**config.mk**
```make
export PLATFORM = sky130hd
export DESIGN_NAME = stx_len_xor_frame_receiver
export DESIGN_NICKNAME = d
export VERILOG_FILES = /design/src/rtl/stx_lxf_pkg.sv /design/src/rtl/stx_lxf_in_stage.sv /design/src/rtl/stx_lxf_parser.sv /design/src/rtl/stx_lxf_out_stage.sv /design/src/rtl/stx_len_xor_frame_receiver.sv
export VERILOG_INCLUDE_DIRS = /design/src /design/src/rtl
export SDC_FILE = /design/constraint.sdc
export NUM_CORES = 1
export LEC_CHECK = 0
export ABC_AREA = 0
export BUFFER_PORTS_ARGS = -buffer_cell sky130_fd_sc_hd__clkbuf_2
export CORE_ASPECT_RATIO = 0.75
export CORE_UTILIZATION = 55
export CTS_CLUSTER_DIAMETER = 40
export DETAILED_ROUTE_END_ITERATION = 10
export GPL_ROUTABILITY_DRIVEN = 1
export GPL_TIMING_DRIVEN = 0
export PLACE_DENSITY = 0.77
export SYNTH_ARGS = -nofsm -noshare
export SYNTH_HDL_FRONTEND = slang
export SYNTH_HIERARCHICAL = 1
export SYNTH_SLANG_ARGS = --single-unit
export TNS_END_PERCENT = 5
```
**constraint.sdc**
```tcl
create_clock -name clk_i -period 3.43 [get_ports clk_i]
set_input_delay 0.5145 -clock clk_i [delete_from_list [all_inputs] [get_ports clk_i]]
set_output_delay 0.5145 -clock clk_i [all_outputs]
set_load 0.02 [all_outputs]
```
**src/rtl/stx_len_xor_frame_receiver_assert.svh**
```systemverilog
// Assertion macros shared by the frame receiver RTL.
`ifndef STX_LEN_XOR_FRAME_RECEIVER_ASSERT_SVH
`define STX_LEN_XOR_FRAME_RECEIVER_ASSERT_SVH

`ifndef NO_ASSERTIONS

// Check a property while out of reset.
`define STX_LXF_ASSERT(lbl, clk, rst_n, prop, msg) \
  lbl: assert property (@(posedge clk) disable iff (!rst_n) prop) else $error(msg);

// Check a property at every edge, reset included.
`define STX_LXF_ASSERT_ALWAYS(lbl, clk, prop, msg) \
  lbl: assert property (@(posedge clk) prop) else $error(msg);

`else

`define STX_LXF_ASSERT(lbl, clk, rst_n, prop, msg)
`define STX_LXF_ASSERT_ALWAYS(lbl, clk, prop, msg)

`endif

`endif

```
**src/rtl/stx_lxf_pkg.sv**
```systemverilog
// Types and constants of the frame receiver.
`timescale 1ns / 1ps
`default_nettype none

package stx_lxf_pkg;

  localparam int ByteW  = 8;
  localparam int PhaseW = 3;
  localparam int CfgIdxW = 1;
  localparam int TdataW = 32;

  // Phase codes of the frame parser
  localparam logic [PhaseW-1:0] PhHunt  = 3'd0;
  localparam logic [PhaseW-1:0] PhLen   = 3'd1;
  localparam logic [PhaseW-1:0] PhData  = 3'd2;
  localparam logic [PhaseW-1:0] PhCheck = 3'd3;
  localparam logic [PhaseW-1:0] PhEnd   = 3'd4;

  // Configuration register indexes
  localparam logic [CfgIdxW-1:0] CfgStartMarker = 1'd0;
  localparam logic [CfgIdxW-1:0] CfgEndMarker   = 1'd1;

  // Reset values of the markers
  localparam logic [ByteW-1:0] StartMarkerRst = 8'h02;
  localparam logic [ByteW-1:0] EndMarkerRst   = 8'h03;

  // Result kinds
  localparam logic KindPayload  = 1'b0;
  localparam logic KindFrameEnd = 1'b1;

  typedef struct packed {
    logic             kind;
    logic [ByteW-1:0] payload_byte;
    logic [ByteW-1:0] frame_length;
    logic [ByteW-1:0] received_check;
    logic             check_ok;
    logic             end_ok;
    logic             frame_ok;
  } result_t;

endpackage

`default_nettype wire

```
**src/rtl/stx_lxf_in_stage.sv**
```systemverilog
// Input register for received bytes.
`timescale 1ns / 1ps
`default_nettype none

module stx_lxf_in_stage (
  input  wire logic                        clk_i,
  input  wire logic                        rst_ni,
  input  wire logic                        s_valid_i,
  output logic                             s_ready_o,
  input  wire logic [stx_lxf_pkg::ByteW-1:0] s_data_i,
  input  wire logic                        take_i,
  output logic                             valid_o,
  output logic [stx_lxf_pkg::ByteW-1:0]    data_o
);

  logic                          valid_q, valid_d;
  logic [stx_lxf_pkg::ByteW-1:0] data_q;
  logic                          load;

  // Accept when empty or when the held item moves on this cycle
  assign s_ready_o = !valid_q || take_i;
  assign load      = s_valid_i && s_ready_o;

  always_comb begin
    valid_d = valid_q;
    if (load) begin
      valid_d = 1'b1;
    end else if (take_i) begin
      valid_d = 1'b0;
    end
  end

  always_ff @(posedge clk_i or negedge rst_ni) begin
    if (!rst_ni) begin
      valid_q <= 1'b0;
    end else begin
      valid_q <= valid_d;
    end
  end

  // Hold the byte until the parser takes it
  always_ff @(posedge clk_i) begin
    if (load) begin
      data_q <= s_data_i;
    end
  end

  assign valid_o = valid_q;
  assign data_o  = data_q;

endmodule

`default_nettype wire

```
**src/rtl/stx_lxf_parser.sv**
```systemverilog
// Frame phase machine with marker registers and XOR checksum.
`timescale 1ns / 1ps
`default_nettype none

`include "stx_len_xor_frame_receiver_assert.svh"

module stx_lxf_parser (
  input  wire logic                          clk_i,
  input  wire logic                          rst_ni,
  input  wire logic                          cfg_we_i,
  input  wire logic [stx_lxf_pkg::CfgIdxW-1:0] cfg_idx_i,
  input  wire logic [stx_lxf_pkg::ByteW-1:0]   cfg_data_i,
  input  wire logic                          step_i,
  input  wire logic [stx_lxf_pkg::ByteW-1:0]   byte_i,
  output logic                               res_valid_o,
  output stx_lxf_pkg::result_t               res_o
);

  logic [stx_lxf_pkg::ByteW-1:0]  start_q, end_q;
  logic [stx_lxf_pkg::PhaseW-1:0] phase_q, phase_d;
  logic [stx_lxf_pkg::ByteW-1:0]  left_q, left_d;
  logic [stx_lxf_pkg::ByteW-1:0]  length_q, length_d;
  logic [stx_lxf_pkg::ByteW-1:0]  xor_q, xor_d;
  logic [stx_lxf_pkg::ByteW-1:0]  check_q, check_d;
  logic                           ck_ok, en_ok;

  // Write marker registers
  always_ff @(posedge clk_i or negedge rst_ni) begin
    if (!rst_ni) begin
      start_q <= stx_lxf_pkg::StartMarkerRst;
      end_q   <= stx_lxf_pkg::EndMarkerRst;
    end else if (cfg_we_i) begin
      case (cfg_idx_i)
        stx_lxf_pkg::CfgStartMarker: start_q <= cfg_data_i;
        stx_lxf_pkg::CfgEndMarker:   end_q   <= cfg_data_i;
        default: ;
      endcase
    end
  end

  assign ck_ok = (check_q == xor_q);
  assign en_ok = (byte_i == end_q);

  // Advance the phase for one byte and form its result in the data and end phases
  always_comb begin
    phase_d     = phase_q;
    left_d      = left_q;
    length_d    = length_q;
    xor_d       = xor_q;
    check_d     = check_q;
    res_valid_o = 1'b0;
    res_o       = '0;
    case (phase_q)
      stx_lxf_pkg::PhLen: begin
        length_d = byte_i;
        left_d   = byte_i;
        xor_d    = '0;
        phase_d  = (byte_i != '0) ? stx_lxf_pkg::PhData : stx_lxf_pkg::PhCheck;
      end
      stx_lxf_pkg::PhData: begin
        xor_d  = xor_q ^ byte_i;
        left_d = left_q - 1'b1;
        if (left_d == '0) begin
          phase_d = stx_lxf_pkg::PhCheck;
        end
        res_valid_o        = 1'b1;
        res_o.kind         = stx_lxf_pkg::KindPayload;
        res_o.payload_byte = byte_i;
        res_o.frame_length = length_q;
      end
      stx_lxf_pkg::PhCheck: begin
        check_d = byte_i;
        phase_d = stx_lxf_pkg::PhEnd;
      end
      stx_lxf_pkg::PhEnd: begin
        res_valid_o          = 1'b1;
        res_o.kind           = stx_lxf_pkg::KindFrameEnd;
        res_o.frame_length   = length_q;
        res_o.received_check = check_q;
        res_o.check_ok       = ck_ok;
        res_o.end_ok         = en_ok;
        res_o.frame_ok       = ck_ok && en_ok;
        phase_d              = stx_lxf_pkg::PhHunt;
      end
      default: begin
        // Hunt: drop everything but the start marker
        phase_d = (byte_i == start_q) ? stx_lxf_pkg::PhLen : stx_lxf_pkg::PhHunt;
      end
    endcase
  end

  always_ff @(posedge clk_i or negedge rst_ni) begin
    if (!rst_ni) begin
      phase_q  <= stx_lxf_pkg::PhHunt;
      left_q   <= '0;
      length_q <= '0;
      xor_q    <= '0;
      check_q  <= '0;
    end else if (step_i) begin
      phase_q  <= phase_d;
      left_q   <= left_d;
      length_q <= length_d;
      xor_q    <= xor_d;
      check_q  <= check_d;
    end
  end

  `STX_LXF_ASSERT_ALWAYS(a_rst_hunt, clk_i, !rst_ni |=> phase_q == stx_lxf_pkg::PhHunt, "phase not hunting after reset")
  `STX_LXF_ASSERT(a_data_left, clk_i, rst_ni, phase_q == stx_lxf_pkg::PhData |-> left_q != '0, "data phase with no bytes left")
  `STX_LXF_ASSERT(a_end_to_hunt, clk_i, rst_ni, (step_i && phase_q == stx_lxf_pkg::PhEnd) |=> phase_q == stx_lxf_pkg::PhHunt, "no return to hunt after end slot")

endmodule

`default_nettype wire

```
**src/rtl/stx_lxf_out_stage.sv**
```systemverilog
// Result register toward the output stream.
`timescale 1ns / 1ps
`default_nettype none

module stx_lxf_out_stage (
  input  wire logic                 clk_i,
  input  wire logic                 rst_ni,
  input  wire logic                 load_i,
  input  wire stx_lxf_pkg::result_t res_i,
  output logic                      free_o,
  output logic                      m_valid_o,
  input  wire logic                 m_ready_i,
  output stx_lxf_pkg::result_t      m_res_o
);

  logic                 valid_q, valid_d;
  stx_lxf_pkg::result_t res_q;

  // Free when empty or draining this cycle
  assign free_o = !valid_q || m_ready_i;

  always_comb begin
    valid_d = valid_q;
    if (load_i) begin
      valid_d = 1'b1;
    end else if (m_ready_i) begin
      valid_d = 1'b0;
    end
  end

  always_ff @(posedge clk_i or negedge rst_ni) begin
    if (!rst_ni) begin
      valid_q <= 1'b0;
    end else begin
      valid_q <= valid_d;
    end
  end

  // Capture the new result
  always_ff @(posedge clk_i) begin
    if (load_i) begin
      res_q <= res_i;
    end
  end

  assign m_valid_o = valid_q;
  assign m_res_o   = res_q;

endmodule

`default_nettype wire

```
**src/rtl/stx_len_xor_frame_receiver.sv**
```systemverilog
// Top level of the STX/length/XOR frame receiver.
//
//   channel   dir  handshake                    payload
//   s_axis    in   s_axis_tvalid/s_axis_tready  tdata: rx_byte
//   m_axis    out  m_axis_tvalid/m_axis_tready  tdata: result fields, tuser: result_kind
//   cfg       in   cfg_we_i                     cfg_idx_i, cfg_data_i
//
// One byte per cycle while the result register can take it: a byte is held in the input register,
// then the phase machine consumes it and loads the result register in the same edge.
// The phase machine steps only when the result register is empty or draining,
// so a stalled m_axis stops intake after the input register fills.
// Reset clears the phase to hunting and restores start 0x02 and end 0x03.
`timescale 1ns / 1ps
`default_nettype none

`include "stx_len_xor_frame_receiver_assert.svh"

module stx_len_xor_frame_receiver (
  input  wire logic                            clk_i,
  input  wire logic                            rst_ni,
  // Configuration write port
  input  wire logic                            cfg_we_i,
  input  wire logic [stx_lxf_pkg::CfgIdxW-1:0] cfg_idx_i,
  input  wire logic [stx_lxf_pkg::ByteW-1:0]   cfg_data_i,
  // Byte input
  input  wire logic                            s_axis_tvalid,
  output logic                                 s_axis_tready,
  input  wire logic [stx_lxf_pkg::ByteW-1:0]   s_axis_tdata,  // [7:0] rx_byte
  // Result output
  output logic                                 m_axis_tvalid,
  input  wire logic                            m_axis_tready,
  // [7:0] payload_byte, [15:8] frame_length, [23:16] received_check,
  // [24] check_ok, [25] end_ok, [26] frame_ok, [31:27] zero
  output logic [stx_lxf_pkg::TdataW-1:0]       m_axis_tdata,
  output logic                                 m_axis_tuser   // [0] result_kind
);

  logic                          in_valid;
  logic [stx_lxf_pkg::ByteW-1:0] in_byte;
  logic                          out_free;
  logic                          step;
  logic                          res_valid;
  stx_lxf_pkg::result_t          res;
  stx_lxf_pkg::result_t          out_res;

  // Step the parser when a byte is held and the result slot can take it
  assign step = in_valid && out_free;

  stx_lxf_in_stage u_in (
    .clk_i     (clk_i),
    .rst_ni    (rst_ni),
    .s_valid_i (s_axis_tvalid),
    .s_ready_o (s_axis_tready),
    .s_data_i  (s_axis_tdata),
    .take_i    (step),
    .valid_o   (in_valid),
    .data_o    (in_byte)
  );

  stx_lxf_parser u_parser (
    .clk_i       (clk_i),
    .rst_ni      (rst_ni),
    .cfg_we_i    (cfg_we_i),
    .cfg_idx_i   (cfg_idx_i),
    .cfg_data_i  (cfg_data_i),
    .step_i      (step),
    .byte_i      (in_byte),
    .res_valid_o (res_valid),
    .res_o       (res)
  );

  stx_lxf_out_stage u_out (
    .clk_i     (clk_i),
    .rst_ni    (rst_ni),
    .load_i    (step && res_valid),
    .res_i     (res),
    .free_o    (out_free),
    .m_valid_o (m_axis_tvalid),
    .m_ready_i (m_axis_tready),
    .m_res_o   (out_res)
  );

  // Pack result fields, lowest field first
  assign m_axis_tdata = {5'b0, out_res.frame_ok, out_res.end_ok, out_res.check_ok,
                         out_res.received_check, out_res.frame_length,
                         out_res.payload_byte};
  assign m_axis_tuser = out_res.kind;

  `STX_LXF_ASSERT(a_payload_flags, clk_i, rst_ni, (m_axis_tvalid && m_axis_tuser == stx_lxf_pkg::KindPayload) |-> (m_axis_tdata[26:16] == '0), "payload item carries frame-end fields")
  `STX_LXF_ASSERT(a_frame_ok, clk_i, rst_ni, m_axis_tvalid |-> (m_axis_tdata[26] == (m_axis_tdata[24] && m_axis_tdata[25])), "frame_ok differs from check_ok and end_ok")

endmodule

`default_nettype wire

```
==> flow_summary.yaml, run 1 <==
cells_and_area:
  stdcell_area_mm2: 0.004656
  multi_input_area_mm2: 0.001474
  nNetsFinal: 408
  fill_cells: 592
  regArea_mm2: 0.002411
  diodes: 0
  drive_gt1_frac: 0.3033
  area_delta_synth_final_pct: 15.49
yosys:
  synthTopCellsByArea: "dfrtp_1, edfxtp_1, mux2_2, xnor2_1, xor2_1"
  avgSynthCellArea_um2: 12.72
  synth_top_cells_by_count: "dfrtp_1, edfxtp_1, mux2_2, and2_1, o21ai_0"
  synthFlopType: "dfrtp_1"
  synth_top_area_frac: 0.3104
  ys_types: 45
  synth_area_mm2: 0.004031
  synth_cells: 317
  synth_edf_count: 36
  yosys.area.top_type: "dfrtp_1"
  yosys_warnings: 6
  synth_seq_cells: 89
  synthArstFlopShare: 0.5955
  yosysSeqAreaShare: 0.5981
  yosysMostFrequentCell: "dfrtp_1"
power:
  p_comb_frac: 0.370
  switching_share: 0.3602
  seq_power_share: 0.440
  clkPwrFrac: 0.190
  p_switching_mw: 1.449
  peakVddDrop_v: 0.0003560
  powerDensity_mw_per_mm2: 863.8
  internal-power_mw: 2.573
  p_leak_nw: 1.960
sta:
  hold_violations: 0
  max-slew-margin-rel: 0.09427
  setup_viol_count_final: 0
  final_max_slew_viol_count: 0
  fmax_mhz: 344.7
  tightest_slew_ns: 1.359
  fin_crit_sh: 0.8458
  skew_ns: 0.007772
  tns_ns: 0
  post-route-min-period_ns: 2.901
  rsz0062_at_grt: "false"
floorplan:
  row_count: 26
  die_w_um: 100.9
  dieHeight_um: 76.15
  start_util: 0.5791
  core_mm2: 0.006962
  ios: 57
  die_area_mm2: 0.007680
min_path:
  hold_class: "input port to async pin"
place:
  dp_hpwl_um: 5216
  gp_congestion: 0.8516
  io_buffers: 51
  place_area_mm2: 0.004424
drt:
  dr.pass1.iters: 4
  routed_via_density: 5.320
  post_drt_wl_per_cell_um: 15.64
  dr.first_iter.drc_count: 196
  vias: 2591
  drc: 0
  antenna_left: 0
  wirelength_um: 7615
clock_network:
  cts_num_sinks: 89
  post_cts_buffers: 0
  h-tree-depth: 3
  cts_root_buffer: "clkbuf_8"
  cts_hold_buf: 0
  cts_resized: 0
  cts_made_buffers: 9
  clk_latency_ns: 0.36
  clk_path_buf_depth: 2
  clk_pin_slew_ns: 0.08
  cts_tree: "yes"
worst_setup_path:
  crit_required_ns: 3.40
  cp-end-kind: "register"
  critPathSlowestCell: "and3_1"
  path_cells: "buf_2 -> nor3b_2 -> buf_4 -> nor2_1 -> inv_1 -> and3_1"
  crit_family: "simple AND/OR/NAND/NOR gates"
  slowest_delay_ns: 1.08
  start_kind: "register"
  worst-path-buf-inv: 3
  criticalPathCategory: "register to register"
  arrival_ns: 2.87
  cp_max_fo: 29
grt:
  antenna_found_initial: 0
  grt_max_degree: 54
  grt_overflow_total: 0
  grt_pass1_wl_um: 12410
  grtUsageTotal: 0.2203
  grt_pass1_vias: 2449
job:
  cap_violations: 0
status:
  status: "finished, final reports clean"
[sequential cells by signal, indices dropped and copies added (netlist names), 3 cells and up]
signal and cells:
u_parser/length_q 8, u_parser/xor_q 8, u_parser/check_q 8, u_parser/start_q 8
u_parser/phase_q 3, u_parser/left_q 8, u_parser/end_q 8, u_out/m_res_o 28
u_in/data_o 8
[cell usage in the layout, fill, tap and decap left out, drive strengths merged, types with 2 or more instances in the layout]
cell and instances:
conb 5, dfstp 3, edfxtp 36, a21oi 7, nor3b 3, o211ai 2
or3 3, o31ai 2, xor2 13, nor2b 12, mux2 30, and2 18
buf 13, a22o 11, a2bb2oi 2, and3 3, o22ai 2, nor4 7
bufinv 2, o21ai 16, clkinv 2, clkbuf 74, nor3 4, o21a 2
nand2 7, dfrtp 50, ha 2, or3b 2, nand2b 5, xnor2 15
nor2 12, inv 9, nand4 2, nand3 8
[layout make-up]
cell class	count	share of cell area
Buffer	24	0.02741
Clock buffer	11	0.02822
Clock inverter	5	0.01720
Inverter	9	0.007256
Multi-Input combinational cell	199	0.3166
Sequential cell	89	0.5179
Tap cell	98	0.02634
Timing Repair Buffer	52	0.05912
[metal layers]
| layer | vias to the layer above | routed length, um | global-route usage |
|---|---|---|---|
| met2 | 97 | 3599 | 0.3336 |
| met4 | 0 | 86 | 0.06377 |
| met5 | - | 0 | 0 |
| met3 | 7 | 603 | 0.06147 |
| met1 | 1239 | 3325 | 0.3123 |
| li1 | 1248 | - | - |
[worst paths after layout]
| check | start | endpoint | slack (ns) | cells after the start |
|---|---|---|---|---|
| worst min-delay path | rst_ni | u_parser/end_q[4]$_DFFE_PN0P_ | 0.03 | 1 |
| max in group asynchronous | rst_ni | u_parser/start_q[1]$_DFFE_PN1P_ | 2.82 | 2 |
| worst max-delay path | u_parser/phase_q[2]$_DFFE_PN0P_ | u_out/m_res_o[9]$_DFFE_PP_ | 0.53 | 6 |
| worst max register to register | u_parser/phase_q[2]$_DFFE_PN0P_ | u_out/m_res_o[9]$_DFFE_PP_ | 0.53 | 6 |
| min in group clk_i | s_axis_tdata[6] | u_in/data_o[6]$_DFFE_PP_ | 0.33 | 1 |
| worst min register to register | u_parser/length_q[7]$_DFFE_PN0P_ | u_parser/length_q[7]$_DFFE_PN0P_ | 0.51 | 1 |
[power by group through the flow]
| stage | clock network, mW | registers, mW | logic (mW) |
|---|---|---|---|
| finish | 0.762 | 1.77 | 1.49 |
| global route | 0.826 | 1.82 | 1.64 |
| CTS | 0.783 | 1.77 | 1.49 |
| detailed placement | 0 | 1.79 | 1.48 |
| global placement | 0 | 1.77 | 1.43 |
| floorplan | 0 | 1.89 | 0.970 |
[per-stage QoR]
step                      utilization  power, mW  cells  setup slack, ns  hold slack [ns]
after floorplan                     -      2.861    321            1.144           0.2189
after global placement         0.6355      3.207    470           0.6298           0.4855
after detailed placement       0.6355      3.275    470           0.5512           0.4893
after CTS                      0.6659      4.044    486           0.5174           0.3054
after global routing           0.6688      4.279    487           0.3238          0.02362
final                          0.6688      4.022    487           0.5289          0.03481
[cells by family after synthesis]
logic type | share of synthesized area
flip-flops | 0.5981
AND/OR/NAND/NOR | 0.1328
AO/OA/AOI/OAI | 0.07728
buffers and inverters | 0.04004
multiplexers | 0.08380
XOR/XNOR | 0.06083
adder cells (fa/ha/maj) | 0.006206
other | 0.0009302
Power figures use the tool's default switching activity.
==> inputs of run 2 (changes only) <==
- CORE_UTILIZATION: 55 -> 51
- PLACE_DENSITY: 0.77 -> 0.75
- clock period: 3.43 -> 2.49 ns (I/O delays scaled with it)
==> flow_summary.yaml, run 2 (synthesis gave the netlist of run 1 again) <==
floorplan:
  die_w_um: 104.7
  start_util: 0.5375
  die_area_mm2: 0.008268
  core_mm2: 0.007500
  dieHeight_um: 79.00
  row_count: 27
  ios: 57
sta:
  post-route-min-period_ns: 2.178
  fin_crit_sh: 0.8746
  max-slew-margin-rel: 0.5685
  skew_ns: 0.007552
  fmax_mhz: 459.2
  tightest_slew_ns: 0.6449
  rsz0062_at_grt: "false"
  whs_ns: 0.1893
  final_max_slew_viol_count: 0
  setup_viol_count_final: 0
  hold_violations: 0
clock_network:
  cts_made_buffers: 9
  clk_pin_slew_ns: 0.08
  post_cts_buffers: 0
  clk_latency_ns: 0.35
  cts_num_sinks: 89
  clk_path_buf_depth: 2
  cts_tree: "yes"
  cts_root_buffer: "clkbuf_8"
  h-tree-depth: 3
place:
  place_area_mm2: 0.004428
  dp_hpwl_um: 5083
  placed_cells: 473
  gp_congestion: 0.8787
  io_buffers: 51
cells_and_area:
  stdcell_area_mm2: 0.004663
  diodes: 0
  nNetsFinal: 409
  largest_register_ffs: 28
  fill_cells: 637
  area_delta_synth_final_pct: 15.67
  fin_cells: 491
  drive_gt1_frac: 0.3051
  final_cell_mix: "clkbuf_2, dfrtp_1, edfxtp_1, mux2_2"
  postLayoutCoreUtil: 0.6218
worst_setup_path:
  rrSetupSlack_ns: 0.31
  crit_required_ns: 2.51
  start_kind: "register"
  arrival_ns: 2.20
  cp-end-kind: "register"
  cp_max_fo: 29
  r2r-start: "u_parser/phase_q[2]$_DFFE_PN0P_"
  crit_path_end: "u_out/m_res_o[8]$_DFFE_PP_"
  r2r-end: "u_out/m_res_o[8]$_DFFE_PP_"
  criticalPathCategory: "register to register"
  r2r_cells: 6
  cp-startpoint: "u_parser/phase_q[2]$_DFFE_PN0P_"
grt:
  grt_overflow_total: 0
  grtUsageTotal: 0.1953
  grt_pass1_wl_um: 11980
  grt_max_degree: 54
  antenna_found_initial: 0
  grt_pass1_vias: 2345
drt:
  routed.top_layer: "met4"
  routed_via_density: 5.248
  antenna_left: 0
  dr_wl_met2_um: 3429
  wirelength_um: 7430
  dr.pass1.iters: 4
  vias: 2577
  dr.first_iter.drc_count: 150
  post_drt_wl_per_cell_um: 15.13
  routedLengthMet1_um: 3475
  met3_length_um: 444
  drc: 0
power:
  power_mw: 5.433
  powerDensity_mw_per_mm2: 1165
  p_leak_nw: 1.963
  peakVddDrop_v: 0.0004456
min_path:
  hold_class: "input port to register"
job:
  cap_violations: 0
status:
  status: "finished, final reports clean"
==> run 2: cell types whose count changed in the layout (fill, tap and decap cells not counted), sizes merged <==
cell	before	now
clkinvlp	1	0
bufinv	2	0
dlygate4sd3	0	1
inv	9	10
clkbuf	74	78
clkinv	2	0
==> run 2: critical path, cell delays in order, from the launching register on <==
cell and delay [ns]:
dfrtp_1 0.38, buf_2 0.19, nor3b_2 0.33, buf_4 0.23, nor2_1 0.16, inv_1 0.10, and3_4 0.42
==> run 2: cell type report <==
class                   count  area [um2]  area share
repair buffers             53       285.3     0.06118
clock inverters             1       6.256    0.001342
well taps                 101       126.4     0.02710
multi-input cells         199        1484      0.3182
plain buffers              24       127.6     0.02737
inverters                   9       33.78    0.007244
flip-flops and latches     89        2411      0.5170
clock buffers              15       188.9     0.04052
==> run 2: per-layer routing <==
metal,global-route usage,vias to the layer above
met4,0.06056,0
met1,0.2725,1224
li1,-,1261
met3,0.05747,10
met5,0,-
met2,0.2967,82
==> run 2: worst min-delay path by stage <==
stage / to / startpoint / slack [ns] / depth (start not counted)
2_1_floorplan: u_in/valid_o$_DFFE_PN0P_ / rst_ni / 0.08 / 0
3_3_place_gp: u_parser/length_q[7]$_DFFE_PN0P_ / u_parser/length_q[7]$_DFFE_PN0P_ / 0.49 / 1
3_5_place_dp: u_parser/length_q[7]$_DFFE_PN0P_ / u_parser/length_q[7]$_DFFE_PN0P_ / 0.49 / 1
4_1_cts: u_in/data_o[1]$_DFFE_PP_ / s_axis_tdata[1] / 0.17 / 1
5_1_grt: u_in/data_o[7]$_DFFE_PP_ / s_axis_tdata[7] / 0.16 / 1
6_report: u_in/data_o[6]$_DFFE_PP_ / s_axis_tdata[6] / 0.19 / 1
==> run 2: metrics by stage <==
step	worst slack, ns	setup TNS [ns]
after detailed placement	-0.4671	-13.41
after CTS	0.1594	0
after floorplan	0.2039	0
final	0.3123	0
after global routing	0.1121	0
after global placement	-0.4067	-11.65
==> run 2: repair_timing <==
action	4_1_cts	5_1_grt
cloned	0	0
pin swaps	0	0
endpoints found under the setup margin	29	23
endpoints found under the hold margin	0	18
hold buffers	0	1
resized for setup	2	1
==> run 2: where the power goes <==
part           total, mW  internal, mW  switching, mW
Sequential          2.43          2.12          0.306
Clock              0.973         0.488          0.486
Combinational       2.03         0.862           1.17
Total               5.43          3.47           1.96
==> inputs of run 3 (changes only) <==
--- a/config.mk
+++ b/config.mk
@@ -17,2 +17,3 @@
 export PLACE_DENSITY = 0.75
+export SLEW_MARGIN = 5
 export SYNTH_ARGS = -nofsm -noshare
--- a/constraint.sdc
+++ b/constraint.sdc
@@ -3,2 +3,2 @@
 set_output_delay 0.3735 -clock clk_i [all_outputs]
-set_load 0.02 [all_outputs]
+set_load 0.01 [all_outputs]
==> flow_summary.yaml, run 3 (synthesis gave the netlist of run 1 again) <==
sta:
  setup_viol_count_final: 0
  post-route-min-period_ns: 2.184
  skew_ns: 0.007631
  final_max_slew_viol_count: 0
  fmax_mhz: 457.9
  rsz0062_at_grt: "false"
  max-slew-margin-rel: 0.5336
  hold_violations: 0
  tightest_slew_ns: 0.6996
  fin_crit_sh: 0.8771
grt:
  grt_pass1_vias: 2345
  grtUsageTotal: 0.1953
  grt_pass1_wl_um: 11980
  grt_overflow_total: 0
  grt_max_degree: 54
  antenna_found_initial: 0
floorplan:
  row_count: 27
  dieHeight_um: 79.00
  die_area_mm2: 0.008268
  start_util: 0.5375
  core_mm2: 0.007500
  die_w_um: 104.7
  ios: 57
place:
  gp_congestion: 0.8787
  dp_hpwl_um: 5083
  place_area_mm2: 0.004428
  placed_cells: 473
  io_buffers: 51
worst_setup_path:
  r2r-start: "u_parser/phase_q[2]$_DFFE_PN0P_"
  arrival_ns: 2.21
  crit_required_ns: 2.51
  path_cells: "buf_2 -> nor3b_2 -> buf_4 -> nor2_1 -> inv_1 -> and3_4"
  start_kind: "register"
  criticalPathCategory: "register to register"
  cp-startpoint: "u_parser/phase_q[2]$_DFFE_PN0P_"
  slowest_delay_ns: 0.43
  crit_path_end: "u_out/m_res_o[8]$_DFFE_PP_"
  cp_max_fo: 29
  cp-end-kind: "register"
  critPathSlowestCell: "and3_4"
  r2r_cells: 6
  rrSetupSlack_ns: 0.31
  r2r-end: "u_out/m_res_o[8]$_DFFE_PP_"
power:
  switching_share: 0.3466
  peakVddDrop_v: 0.0004441
  internal-power_mw: 3.466
  seq_power_share: 0.458
  p_comb_frac: 0.358
  p_leak_nw: 1.950
  p_switching_mw: 1.839
  powerDensity_mw_per_mm2: 1144
  clkPwrFrac: 0.184
cells_and_area:
  stdcell_area_mm2: 0.004636
  postLayoutCoreUtil: 0.6181
  fill_cells: 637
  final_cell_mix: "clkbuf_2, dfrtp_1, edfxtp_1, mux2_2"
  diodes: 0
  largest_register_ffs: 28
  fin_cells: 489
  drive_gt1_frac: 0.3041
  nNetsFinal: 407
  area_delta_synth_final_pct: 14.99
drt:
  dr.first_iter.drc_count: 140
  vias: 2546
  wirelength_um: 7450
  post_drt_wl_per_cell_um: 15.24
  antenna_left: 0
  routed_via_density: 5.207
  drc: 0
  dr.pass1.iters: 4
clock_network:
  clk_latency_ns: 0.36
  cts_tree: "yes"
  clk_path_buf_depth: 2
  cts_hold_buf: 0
  cts_num_sinks: 89
  clk_pin_slew_ns: 0.09
  cts_root_buffer: "clkbuf_8"
  h-tree-depth: 3
  cts_made_buffers: 9
job:
  cap_violations: 0
min_path:
  hold_class: "input port to async pin"
status:
  status: "finished, final reports clean"
## run 3: cell count changes in the layout (fill, tap and decap cells not counted)
| cell | change |
|---|---|
| buf_12 | -1 |
| dlygate4sd3_1 | -1 |
| buf_4 | +1 |
| buf_2 | -1 |
## run 3: repair_timing
action | CTS | global route
pin swaps | 0 | 0
endpoints found under the setup margin | 29 | 23
setup buffers | 0 | 0
gates resized for setup | 2 | 1
## run 3: stage by stage
step | hold slack [ns] | setup slack, ns | total power, mW | setup TNS, ns
final | 0.05244 | 0.3060 | 5.305 | 0
after global routing | 0.08311 | 0.1121 | 5.654 | 0
after CTS | 0.1749 | 0.1594 | 5.340 | 0
after detailed placement | 0.4876 | -0.4671 | 4.361 | -13.41
after global placement | 0.4864 | -0.4067 | 4.300 | -11.65
after floorplan | 0.07791 | 0.2039 | 3.807 | 0
## run 3: layout make-up
type | instances | area [um2] | share of cell area
inverter | 9 | 33.78 | 0.007287
clock buffer | 15 | 188.9 | 0.04076
multi-input combinational | 199 | 1484 | 0.3201
sequential | 89 | 2411 | 0.5201
buffer | 24 | 127.6 | 0.02753
clock inverter | 1 | 6.256 | 0.001350
tap | 101 | 126.4 | 0.02726
timing repair buffer | 51 | 257.7 | 0.05560
## run 3: critical path: cells and delay by family (launching register included)
family	cells	cell delay [ns]
buffers and inverters	3	0.52
flip-flops	1	0.38
AND/OR/NAND/NOR	3	0.92
## run 3: worst min-delay path by stage
stage / startpoint / slack (ns) / to / depth (start not counted)
6_report: rst_ni / 0.05 / u_parser/end_q[3]$_DFFE_PN0P_ / 1
3_5_place_dp: u_parser/length_q[7]$_DFFE_PN0P_ / 0.49 / u_parser/length_q[7]$_DFFE_PN0P_ / 1
2_1_floorplan: rst_ni / 0.08 / u_in/valid_o$_DFFE_PN0P_ / 0
4_1_cts: s_axis_tdata[1] / 0.17 / u_in/data_o[1]$_DFFE_PP_ / 1
5_1_grt: rst_ni / 0.08 / u_parser/end_q[3]$_DFFE_PN0P_ / 1
3_3_place_gp: u_parser/length_q[7]$_DFFE_PN0P_ / 0.49 / u_parser/length_q[7]$_DFFE_PN0P_ / 1
## run 3: power groups by stage
stage | Clock (mW) | Sequential (mW) | Combinational, mW
floorplan | 0 | 2.48 | 1.33
global placement | 0 | 2.45 | 1.85
detailed placement | 0 | 2.46 | 1.90
CTS | 0.993 | 2.43 | 1.92
global route | 1.07 | 2.48 | 2.11
finish | 0.977 | 2.43 | 1.90
## run 3: layer usage
layer  global-route usage  routed length [um]  up-vias
li1                     -                   -     1253
met2               0.2967                3350       84
met5                    0                   0        -
met1               0.2725                3460     1199
met3              0.05747                 559       10
met4              0.06056                  80        0
